===== src/plcs_pkg.sv =====
`timescale 1ns / 1ps

package plcs_pkg;

    localparam int NumClasses = 4;

    localparam logic [31:0] ALL_ONES_32 = 32'hFFFF_FFFF;
    localparam logic [63:0] ALL_ONES_64 = 64'hFFFF_FFFF_FFFF_FFFF;

    // Operation codes carried by the opcode field.
    localparam logic [1:0] OP_RECORD       = 2'd0;
    localparam logic [1:0] OP_REPORT       = 2'd1;
    localparam logic [1:0] OP_CLEAR        = 2'd2;
    localparam logic [1:0] OP_REPORT_CLEAR = 2'd3;

    // Upstream packet kinds.
    localparam logic [1:0] KIND_DATA  = 2'd0;
    localparam logic [1:0] KIND_CLOSE = 2'd1;

    // Class indexes, in report order.
    localparam logic [1:0] CLS_UP_DATA   = 2'd0;
    localparam logic [1:0] CLS_UP_OPEN   = 2'd1;
    localparam logic [1:0] CLS_UP_CLOSE  = 2'd2;
    localparam logic [1:0] CLS_DOWN_DATA = 2'd3;

    typedef logic [1:0] class_idx_t;

    // Downstream packets are always data; upstream kinds other than data and
    // close fall into the open-or-other class.
    function automatic class_idx_t pick_class(input logic up, input logic [1:0] kind);
        class_idx_t c;
        if (!up) begin
            c = CLS_DOWN_DATA;
        end else if (kind == KIND_DATA) begin
            c = CLS_UP_DATA;
        end else if (kind == KIND_CLOSE) begin
            c = CLS_UP_CLOSE;
        end else begin
            c = CLS_UP_OPEN;
        end
        return c;
    endfunction

endpackage


===== src/packet_latency_class_statistics.sv =====
`timescale 1ns / 1ps

// Per-class packet latency statistics. Four classes (upstream data, upstream
// open or other, upstream close, downstream data) each keep a saturating
// sample count, a saturating 64-bit sum, a minimum and a maximum. A word is
// taken when start is high and busy is low. A record word takes effect at
// that edge and never raises busy, so records can arrive every cycle while
// no report holds busy high. A clear word likewise leaves busy low. A report
// word raises busy and emits four result words in class order, each shown
// for exactly one cycle with result_valid high; the receiver cannot stall
// them and must take each one as it appears. The last word of a report
// carries last_of_report. The mean of each class comes from one shared
// restoring divider that produces one quotient bit per cycle; each class
// passes through a setup state, then 32 divide steps, then an emit state,
// and the divide steps are skipped when a class is empty or its quotient
// saturates. For a report-then-clear word the classes are cleared right
// after the fourth result word.
module packet_latency_class_statistics
    import plcs_pkg::*;
(
    input  logic        clk,
    input  logic        rst_n,
    input  logic        start,
    output logic        busy,
    input  logic [1:0]  opcode,
    input  logic [31:0] time_us,
    input  logic        is_upstream,
    input  logic [1:0]  packet_kind,
    output logic        result_valid,
    output logic [1:0]  class_index,
    output logic [31:0] sample_count,
    output logic [31:0] min_time,
    output logic [31:0] max_time,
    output logic [31:0] mean_time,
    output logic        last_of_report
);

    // Sequencer states.
    localparam logic [1:0] ST_IDLE  = 2'd0;
    localparam logic [1:0] ST_SETUP = 2'd1;
    localparam logic [1:0] ST_DIV   = 2'd2;
    localparam logic [1:0] ST_EMIT  = 2'd3;

    logic [1:0]  state_reg, state_next;
    class_idx_t  cls_reg, cls_next;
    logic        op3_reg, op3_next;
    logic [4:0]  step_reg, step_next;
    logic [31:0] rem_reg, rem_next;
    logic [31:0] quo_reg, quo_next;
    logic        valid_reg, valid_next;

    logic [31:0] count_reg [NumClasses];
    logic [63:0] sum_reg   [NumClasses];
    logic [31:0] min_reg   [NumClasses];
    logic [31:0] max_reg   [NumClasses];
    logic [31:0] count_next [NumClasses];
    logic [63:0] sum_next   [NumClasses];
    logic [31:0] min_next   [NumClasses];
    logic [31:0] max_next   [NumClasses];

    logic [1:0]  index_reg, index_next;
    logic [31:0] out_count_reg, out_count_next;
    logic [31:0] out_min_reg, out_min_next;
    logic [31:0] out_max_reg, out_max_next;
    logic [31:0] out_mean_reg, out_mean_next;
    logic        out_last_reg, out_last_next;

    logic        accept;
    class_idx_t  idx;
    logic [31:0] cur_count;
    logic [63:0] cur_sum;
    logic [31:0] cur_min;
    logic [31:0] cur_max;
    logic [64:0] sum_ext;
    logic [32:0] rem_shift;
    logic [32:0] trial;
    logic        do_emit;
    logic [31:0] emit_mean;

    assign accept = start && !busy;

    // One class is selected for reading and recording: the record class while
    // idle, the class under report otherwise.
    assign idx       = (state_reg == ST_IDLE) ? pick_class(is_upstream, packet_kind) : cls_reg;
    assign cur_count = count_reg[idx];
    assign cur_sum   = sum_reg[idx];
    assign cur_min   = min_reg[idx];
    assign cur_max   = max_reg[idx];
    assign sum_ext   = {1'b0, cur_sum} + {33'd0, time_us};

    // One restoring divide step: the remainder stays below the count, so a
    // 33-bit trial subtraction decides each quotient bit.
    assign rem_shift = {rem_reg, quo_reg[31]};
    assign trial     = rem_shift - {1'b0, cur_count};

    always_comb
    begin
        state_next     = state_reg;
        cls_next       = cls_reg;
        op3_next       = op3_reg;
        step_next      = step_reg;
        rem_next       = rem_reg;
        quo_next       = quo_reg;
        valid_next     = 1'b0;
        count_next     = count_reg;
        sum_next       = sum_reg;
        min_next       = min_reg;
        max_next       = max_reg;
        index_next     = index_reg;
        out_count_next = out_count_reg;
        out_min_next   = out_min_reg;
        out_max_next   = out_max_reg;
        out_mean_next  = out_mean_reg;
        out_last_next  = out_last_reg;
        do_emit        = 1'b0;
        emit_mean      = 32'd0;

        case (state_reg)
            ST_IDLE:
            begin
                if (accept) begin
                    case (opcode)
                        OP_RECORD:
                        begin
                            if (cur_count != ALL_ONES_32) begin
                                count_next[idx] = cur_count + 32'd1;
                            end
                            sum_next[idx] = sum_ext[64] ? ALL_ONES_64 : sum_ext[63:0];
                            if (time_us > cur_max) begin
                                max_next[idx] = time_us;
                            end
                            if (time_us < cur_min) begin
                                min_next[idx] = time_us;
                            end
                        end
                        OP_CLEAR:
                        begin
                            for (int c = 0; c < NumClasses; c++) begin
                                count_next[c] = 32'd0;
                                sum_next[c]   = 64'd0;
                                min_next[c]   = ALL_ONES_32;
                                max_next[c]   = 32'd0;
                            end
                        end
                        default:
                        begin
                            cls_next   = CLS_UP_DATA;
                            op3_next   = (opcode == OP_REPORT_CLEAR);
                            state_next = ST_SETUP;
                        end
                    endcase
                end
            end
            ST_SETUP:
            begin
                // An empty class has mean zero; a high sum half at or above
                // the count means the quotient does not fit in 32 bits.
                if (cur_count == 32'd0) begin
                    do_emit   = 1'b1;
                    emit_mean = 32'd0;
                end else if (cur_sum[63:32] >= cur_count) begin
                    do_emit   = 1'b1;
                    emit_mean = ALL_ONES_32;
                end else begin
                    rem_next   = cur_sum[63:32];
                    quo_next   = cur_sum[31:0];
                    step_next  = 5'd0;
                    state_next = ST_DIV;
                end
            end
            ST_DIV:
            begin
                if (!trial[32]) begin
                    rem_next = trial[31:0];
                end else begin
                    rem_next = rem_shift[31:0];
                end
                quo_next  = {quo_reg[30:0], ~trial[32]};
                step_next = step_reg + 5'd1;
                if (step_reg == 5'd31) begin
                    do_emit   = 1'b1;
                    emit_mean = quo_next;
                end
            end
            ST_EMIT:
            begin
                if (cls_reg == CLS_DOWN_DATA) begin
                    if (op3_reg) begin
                        for (int c = 0; c < NumClasses; c++) begin
                            count_next[c] = 32'd0;
                            sum_next[c]   = 64'd0;
                            min_next[c]   = ALL_ONES_32;
                            max_next[c]   = 32'd0;
                        end
                    end
                    state_next = ST_IDLE;
                end else begin
                    cls_next   = cls_reg + 2'd1;
                    state_next = ST_SETUP;
                end
            end
            default:
            begin
                state_next = ST_IDLE;
            end
        endcase

        if (do_emit) begin
            index_next     = cls_reg;
            out_count_next = cur_count;
            out_min_next   = cur_min;
            out_max_next   = cur_max;
            out_mean_next  = emit_mean;
            out_last_next  = (cls_reg == CLS_DOWN_DATA);
            valid_next     = 1'b1;
            state_next     = ST_EMIT;
        end
    end

    always_ff @(posedge clk or negedge rst_n)
    begin
        if (!rst_n) begin
            state_reg <= ST_IDLE;
            cls_reg   <= CLS_UP_DATA;
            op3_reg   <= 1'b0;
            valid_reg <= 1'b0;
            for (int c = 0; c < NumClasses; c++) begin
                count_reg[c] <= 32'd0;
                sum_reg[c]   <= 64'd0;
                min_reg[c]   <= ALL_ONES_32;
                max_reg[c]   <= 32'd0;
            end
        end else begin
            state_reg <= state_next;
            cls_reg   <= cls_next;
            op3_reg   <= op3_next;
            valid_reg <= valid_next;
            count_reg <= count_next;
            sum_reg   <= sum_next;
            min_reg   <= min_next;
            max_reg   <= max_next;
        end
    end

    // Divider and result payload registers need no reset.
    always_ff @(posedge clk)
    begin
        step_reg      <= step_next;
        rem_reg       <= rem_next;
        quo_reg       <= quo_next;
        index_reg     <= index_next;
        out_count_reg <= out_count_next;
        out_min_reg   <= out_min_next;
        out_max_reg   <= out_max_next;
        out_mean_reg  <= out_mean_next;
        out_last_reg  <= out_last_next;
    end

    assign busy           = (state_reg != ST_IDLE);
    assign result_valid   = valid_reg;
    assign class_index    = index_reg;
    assign sample_count   = out_count_reg;
    assign min_time       = out_min_reg;
    assign max_time       = out_max_reg;
    assign mean_time      = out_mean_reg;
    assign last_of_report = out_last_reg;

    // A result word only appears while a report is in progress.
    a_valid_busy: assert property (@(posedge clk) disable iff (!rst_n)
        result_valid |-> busy)
        else $error("result word outside a report");

    // The final word of a report belongs to the downstream data class.
    a_last_class: assert property (@(posedge clk) disable iff (!rst_n)
        result_valid && last_of_report |-> class_index == CLS_DOWN_DATA)
        else $error("last_of_report on wrong class");

    // An empty class always reports a zero mean.
    a_empty_mean: assert property (@(posedge clk) disable iff (!rst_n)
        result_valid && sample_count == 32'd0 |-> mean_time == 32'd0)
        else $error("nonzero mean for empty class");

    // A record word never produces a result word in the next cycle.
    a_record_quiet: assert property (@(posedge clk) disable iff (!rst_n)
        start && !busy && opcode == OP_RECORD |=> !result_valid && !busy)
        else $error("record word started a report");

endmodule

===== config.mk =====
export PLATFORM = sky130hd
export DESIGN_NAME = packet_latency_class_statistics
export DESIGN_NICKNAME = d
export VERILOG_FILES = /design/src/plcs_pkg.sv /design/src/packet_latency_class_statistics.sv
export SDC_FILE = /design/constraint.sdc
export NUM_CORES = 2
export LEC_CHECK = 0
export BUFFER_PORTS_ARGS = -buffer_cell sky130_fd_sc_hd__buf_2
export CELL_PAD_IN_SITES_DETAIL_PLACEMENT = 1
export CELL_PAD_IN_SITES_GLOBAL_PLACEMENT = 2
export CORE_MARGIN = 5
export CORE_UTILIZATION = 41
export CTS_CLUSTER_SIZE = 14
export DETAILED_ROUTE_END_ITERATION = 12
export PLACE_DENSITY = 0.82
export SYNTH_ARGS = -nofsm -noshare
export SYNTH_HDL_FRONTEND = slang
export SYNTH_SLANG_ARGS = --single-unit

===== constraint.sdc =====
create_clock -name clk -period 11.2 [get_ports clk]
set_clock_uncertainty 0.1 [all_clocks]
set_input_delay 0.56 -clock clk [delete_from_list [all_inputs] [get_ports clk]]
set_output_delay 0.56 -clock clk [all_outputs]
set_load 0.005 [all_outputs]

# After elaboration in Yosys (flattened, before gate mapping)
# Cells that the tools add are included.
[totals] ff_bits=846 mem_count=0 ramBits=0 input_bits=40 elab_cells=162 latchBits=0 romBits=0
[classes] n_shift=0 n_eq_ne=24 reduce_logical=20 div_mod_pow=0 addsub=5 n_mux=76 n_bitwise=3 magnitude_cmp=5 n_mul=0
[op_table] cell="128-bit case mux with 2 select lines" n=6
[op_table] cell="128-bit two-way mux" n=10
[op_table] cell="256-bit case mux with 2 select lines" n=2
[op_table] cell="256-bit two-way mux" n=3
[op_table] cell="32-bit two-way mux" n=15
[op_table] cell="128-bit bitwise mux" n=3
[op_table] cell="256-bit bitwise mux" n=1
[op_table] cell="64-bit two-way mux" n=4
[op_table] cell="32-bit binary-select mux with 2-bit select" n=3
[op_table] cell="32-bit case mux with 2 select lines" n=3
[op_table] cell="64-bit binary-select mux with 2-bit select" n=1
[op_table] cell="64-bit demux with 2-bit select" n=1
[op_table] cell="64-bit by 32-bit adder with 65-bit output" n=1
[op_table] cell="32-bit demux with 2-bit select" n=1
[op_table] cell="33-bit by 32-bit subtractor with 33-bit output" n=1
[op_table] cell="32-bit by 1-bit adder with 32-bit output, second input constant" n=1
[op_table] cell="32-bit greater-or-equal comparator" n=1
[op_table] cell="32-bit greater-than comparator" n=1
[op_table] cell="32-bit zero test" n=1
[op_table] cell="32-bit < comparator" n=1
[op_table] cell="32-bit != test, second input constant" n=1
[op_table] cell="2-bit two-way mux" n=12
[op_table] cell="3-bit != test, second input constant" n=7
[op_table] cell="6-bit AND reduction" n=3
[op_table] cell="26 further kinds" n=50

# Depth between registers and ports, before layout
[logic_depth] word_depth=15 ltp_mapped=31 ltp_nobuf=19

# Least setup slack after synthesis
# OpenSTA, ideal clock, no wires.
[synth_timing] kind="flip-flop to flip-flop" startpoint="register state_reg[0]" endpoint="register index_reg[0], in the netlist class_index[0] (enable)" slack_ns=3.435 stages_incl_launch_ff=25 required_time_ns=10.594 n_path_buf=8 setup_time_ns=0.506 arrival_time_ns=7.159 synth_period_minus_slack_ns=7.765 path_cell_list="dfrtp_1 inv_1 ha_1 buf_2 o22ai_1 buf_4 buf_2 buf_2 buf_2 buf_2 buf_2 buf_2 nand2_1 and3_1 a31oi_1 ha_1 nand4_1 nor3_1 a221oi_1 o2111ai_1 a31oi_1 o31ai_1 o21ai_0 nand2_1 and2_1"
[synth_between] elab_chain_cells=10
[synth_lines] item="from (decl)" line_no="packet_latency_class_statistics.sv:44" source="logic [1:0] state_reg, state_next;"
[synth_lines] item="from (signal assigned)" line_no="packet_latency_class_statistics.sv:234" source="state_reg <= state_next;"
[synth_lines] item="2-bit zero test" line_no="packet_latency_class_statistics.sv:84" source="assign idx = (state_reg == ST_IDLE) ? pick_class(is_upstream, packet_kind) : cls_reg;"
[synth_lines] item="2-bit two-way mux" line_no="packet_latency_class_statistics.sv:84"
[synth_lines] item="2-bit NOT with 3-bit output (implied by the code)" line_no="packet_latency_class_statistics.sv:85, packet_latency_class_statistics.sv:86"
[synth_lines] item="64-bit binary-select mux with 2-bit select or 32-bit binary-select mux with 2-bit select (tied branches)" line_no="packet_latency_class_statistics.sv:86, packet_latency_class_statistics.sv:85"
[synth_lines] item="64-bit two-way mux (implied by the code) or 32-bit two-way mux (tied branches) (2 in series)" line_no="packet_latency_class_statistics.sv:86, packet_latency_class_statistics.sv:85"
[synth_lines] item="32-bit greater-or-equal comparator" line_no="packet_latency_class_statistics.sv:161" source="end else if (cur_sum[63:32] >= cur_count) begin"
[synth_lines] item="1-bit two-way mux" line_no="packet_latency_class_statistics.sv:161"
[synth_lines] item="1-bit two-way mux" line_no="packet_latency_class_statistics.sv:158" source="if (cur_count == 32'd0) begin"
[synth_lines] item="1-bit case mux with 2 select lines *" line_no="packet_latency_class_statistics.sv:118" source="case (state_reg)"
[synth_lines] item="named net do_emit" line_no="packet_latency_class_statistics.sv:77" source="logic do_emit;"
[synth_lines] item="to (signal assigned)" line_no="packet_latency_class_statistics.sv:251" source="index_reg <= index_next;"
[synth_lines] item="to (decl)" line_no="packet_latency_class_statistics.sv:61" source="logic [1:0] index_reg, index_next;"
# Mark *: on every way through the listed nets, which the timed path passes. The rest lies on a longest branch. The select of a mux whose other input is x is not followed.
# A chain may end at the register's enable or synchronous reset.

# Worst setup path in the final report
[layout_timing] startpoint="register state_reg[0]" endpoint="register sum_reg[190] (netlist bit)"
[layout_between] elab_chain_cells=12
[layout_lines] item="2-bit zero test" line_no="packet_latency_class_statistics.sv:84, packet_latency_class_statistics.sv:118"
[layout_lines] item="2-bit two-way mux" line_no="packet_latency_class_statistics.sv:84"
[layout_lines] item="2-bit NOT with 3-bit output" line_no="packet_latency_class_statistics.sv:86, packet_latency_class_statistics.sv:128"
[layout_lines] item="64-bit binary-select mux with 2-bit select" line_no="packet_latency_class_statistics.sv:86" source="assign cur_sum = sum_reg[idx];"
[layout_lines] item="64-bit two-way mux (implied by the code) (2 in series)" line_no="packet_latency_class_statistics.sv:86"
[layout_lines] item="64-bit by 32-bit adder with 65-bit output" line_no="packet_latency_class_statistics.sv:89" source="assign sum_ext = {1'b0, cur_sum} + {33'd0, time_us};"
[layout_lines] item="64-bit two-way mux" line_no="packet_latency_class_statistics.sv:128" source="sum_next[idx] = sum_ext[64] ? ALL_ONES_64 : sum_ext[63:0];"
[layout_lines] item="256-bit bitwise mux" line_no="packet_latency_class_statistics.sv:128"
[layout_lines] item="256-bit case mux with 2 select lines" line_no="packet_latency_class_statistics.sv:122" source="case (opcode)"
[layout_lines] item="256-bit two-way mux" line_no="packet_latency_class_statistics.sv:121" source="if (accept) begin"
[layout_lines] item="256-bit case mux with 2 select lines" line_no="packet_latency_class_statistics.sv:118"
[layout_lines] item="to (signal assigned)" line_no="packet_latency_class_statistics.sv:239" source="sum_reg <= sum_next;"
[layout_lines] item="to (decl)" line_no="packet_latency_class_statistics.sv:53" source="logic [63:0] sum_reg [NumClasses];"
# Several ways; a longest one is shown, not always the timed one. The select of a mux whose other input is x is not followed.

==> results.txt <==
----------------------------------------------------
[Setup path]
  Number of cells on the worst reg-to-reg path ... 18
  FF-to-FF Start ... state_reg[0]$_DFFE_PN0P_
  Arrival time of the worst setup path ... between 7 and 8 ns
  Setup crit start ... state_reg[0]$_DFFE_PN0P_
  CP Data Required Time ... 11.68 ns
  Critical path class ... reg -> reg
  Reg-to-Reg End ... sum_reg[190]$_DFFE_PN0P_
  Worst setup path endpoint ... sum_reg[190]$_DFFE_PN0P_
  Largest driver fanout on the critical path ... 91
  Category of the worst setup path capture point ... flop
  Startpoint Class ... flop
  Register-to-register setup slack ... between 3 and 4 ns

[STA]
  Worst slew margin relative to its limit ... a little under a fifth
  Achievable frequency ... between 100 and 150 MHz
  Setup violators final ... 0
  Endpoints failing hold ... 0
  Max-slew violation count ... 0
  Final min period ... 7.45 ns
  RSZ-0062 raised after global routing ... no
  Total negative setup slack ... 0 ns
  Part of the cycle the worst path needs ... between 60 and 70%
  Slew of the pin with the lowest slew margin ... approximately 1.2 ns

[Clocking]
  Number of buffers inserted during clock tree synthesis ... 98
  Sink count of the clock tree ... 846
  Worst skew pair latency ... 0.69 ns
  Post CTS Setup Buffer Count ... 0
  Bufs on Longest Clock Path ... 3
  Quantity of hold-fixing buffers added after cts ... 1
  Clock root buffer master ... sky130_fd_sc_hd__clkbuf_16
  TritonCTS clock tree ... built
  Post-CTS clock slew at the launch and capture registers of the worst setup and hold paths ... about 0.070 ns
  Resized Gates After CTS ... 0
  Htree depth ... 3

[Route]
  Per-cell routed wire length ... about 25 um
  Final Routed Wirelength ... between 150 and 200 mm
  DR DRC count ... 0
  Count of nets left with antenna violations after detail routing ... 0
  Vias per std cell ... 5.90
  Vias ... about 36000
  Initial DRT Pass Iterations ... 5
  Number of DRC violations after detailed-routing iteration 0 ... 2733

[Synthesis]
  Area of the mapped netlist ... roughly 0.044 sq mm
  Fraction of the yosys area taken by sequential cells ... roughly half
  Post-synthesis sequential element count ... between 800 and 900
  Number of synthesis warnings ... 0
  Main flop type after synthesis ... sky130_fd_sc_hd__dfrtp_1
  Average cell area after synthesis ... 9.70 sq um
  Count of unique library cells instantiated by Yosys ... 90
  Ys async rst share ... around 76%
  Count of mapped cells out of synthesis ... approximately 4600
  Syn Nets ... around 4800
  Number of enable-type register cells in the synthesized netlist ... 200

[Placement]
  Port Buf Inserts ... ~170
  Final weighted congestion of routability-driven global placement ... between 0.8 and 0.9
  Half-perimeter wire length after placement ... between 90 and 100 mm
  Number of cells after detailed placement ... 5904
  Placed instance area ... between 0.04 and 0.05 sq mm

[Die]
  Placeable core region ... ~0.11 sq mm
  Standard-cell row count ... 120
  Starting density of the core ... between 40% and 50%
  Die width ... 339 um
  Chip Height ... around 340 um
  Die area ... between 0.1 and 0.15 sq mm
  IO Count ... approximately 170

[Final layout]
  Net count, final ... about 4800
  Total non-filler cell area in the finished layout ... 0.0497 sq mm
  Final cell count without fillers ... between 6000 and 7000
  Layout cells sized above 1 ... between 10% and 20%
  Area delta synth->final ... 11.9%
  Max reg flops ... about 260

[Min path]
  Kind of path behind the tightest hold check ... in -> reg

[Global route]
  Number of global-route vias before repair ... between 30000 and 40000
  Maximum number of pins on one net before global-route repair ... roughly 150
  Initial antenna violation count ... 5
  All-Layer GR Usage ... about a quarter
  Global-route wire length before repair ... roughly 240 mm
  Total congestion overflow ... 0

[Status]
  Run status ... complete, no violations

[Job]
  Count of maximum capacitance violations ... 0

----------------------------------------------------
metal layers:
layer	wire length, um	up-vias	track usage [%]
met4	5060	0	7.85
met2	73100	858	43.8
li1	-	16300	-
met1	69200	18500	35.5
met3	7580	239	4.14
met5	0	-	0
cells by family (layout without fill, tap and decap cells):
logic type | after synthesis | count (layout) | synth area share [%]
AND/OR/NAND/NOR | 1557 | 1557 | 15.6
AO/OA/AOI/OAI | 1199 | 1199 | 17.7
flip-flops | 846 | 846 | 50.3
buffers and inverters | 498 | 603 | 4.65
multiplexers | 222 | 222 | 5.15
adder cells (fa/ha/maj) | 170 | 170 | 4.82
XOR/XNOR | 90 | 90 | 1.77
other | 0 | 3 | 0
cell usage after synthesis, drive strengths merged (6+ instances only):
cell,n,area (sq um)
a31oi,85,557
clkbuf,222,847
o211ai,14,110
o21ai,456,2290
nand3,112,566
a31o,25,219
a211o,6,52.6
dfrtp,518,13000
nor4,24,244
o2111ai,7,61.3
nor2,173,657
nor3,50,255
dfstp,128,3360
a21boi,13,97.6
nand4,42,263
nor2b,45,282
nand2,957,3610
o221ai,12,105
o21a,15,113
edfxtp,200,6010
xnor2,67,587
a21oi,146,731
o22a,130,1140
ha,168,2100
a21o,54,405
and3,84,526
inv,170,638
mux2,53,597
buf,106,581
or3,6,37.5
a211oi,40,300
and4,7,61.3
o31a,6,52.6
mux2i,169,1690
a22o,133,1160
and2,10,62.6
o31ai,18,135
xor2,23,201
nand2b,21,131
worst min path at each step:
stage	startpoint	endpoint	slack (ns)	cells after the start
3_3_place_gp	count_reg[0]$_DFFE_PN0P_	count_reg[0]$_DFFE_PN0P_	0.35	2
6_report	opcode[1]	op3_reg$_DFFE_PN0P_	0.13	2
3_5_place_dp	count_reg[64]$_DFFE_PN0P_	count_reg[64]$_DFFE_PN0P_	0.37	2
4_1_cts	opcode[1]	op3_reg$_DFFE_PN0P_	0.08	2
2_1_floorplan	rst_n	cls_reg[0]$_DFFE_PN0P_	0.16	0
5_1_grt	opcode[1]	op3_reg$_DFFE_PN0P_	0.12	2
critical path, cell delays in order (launching register included):
cell and delay [ns]:
sky130_fd_sc_hd__dfrtp_1 0.42, sky130_fd_sc_hd__inv_1 0.13, sky130_fd_sc_hd__ha_1 0.58, sky130_fd_sc_hd__nor2_1 0.11, sky130_fd_sc_hd__buf_4 0.21, sky130_fd_sc_hd__nor2_4 0.66, sky130_fd_sc_hd__buf_12 0.56, sky130_fd_sc_hd__a31oi_1 0.27
sky130_fd_sc_hd__ha_1 0.48, sky130_fd_sc_hd__nand3_1 0.23, sky130_fd_sc_hd__nor3b_1 0.31, sky130_fd_sc_hd__o311ai_0 0.20, sky130_fd_sc_hd__a21oi_1 0.31, sky130_fd_sc_hd__or3_1 0.25, sky130_fd_sc_hd__nand2_1 0.27, sky130_fd_sc_hd__nor2_1 0.84
sky130_fd_sc_hd__nand2b_1 0.63, sky130_fd_sc_hd__a41o_1 0.45, sky130_fd_sc_hd__o21ai_0 0.17
placed cells by master (no fill, tap or decap), drive strengths merged, types with 42 or more instances in the layout:
cell,count
nor2b,45
clkbuf,132
a21o,54
a22o,133
nor2,173
nand2,957
inv,175
dfstp,128
o21ai,456
xnor2,67
ha,168
and3,84
nor3,50
mux2,53
a21oi,146
nand3,112
nand4,42
edfxtp,200
o22a,130
mux2i,169
buf,247
dfrtp,518
a31oi,85
stage by stage:
stage          setup slack [ns]  hold WS [ns]  utilization, %
2_1_floorplan              3.44         0.164               -
3_3_place_gp               3.99         0.355            43.2
3_5_place_dp               3.84         0.365            43.2
4_1_cts                    3.82        0.0829            46.3
5_1_grt                    3.33         0.120            46.3
6_report                   3.75         0.132            46.3
area by class of cell:
| cell class | count | area (sq um) |
|---|---|---|
| Antenna cell | 3 | 7.51 |
| Clock buffer | 132 | 2790 |
| Clock inverter | 53 | 499 |
| Fill cell | 12000 | 57600 |
| Inverter | 170 | 638 |
| Multi-Input combinational cell | 3238 | 20200 |
| Sequential cell | 846 | 22300 |
| Tap cell | 1403 | 1760 |
| Timing Repair Buffer | 248 | 1490 |
Power is not shown: default switching activity piles up to over one toggle a cycle in this logic, so the estimate is an artifact.
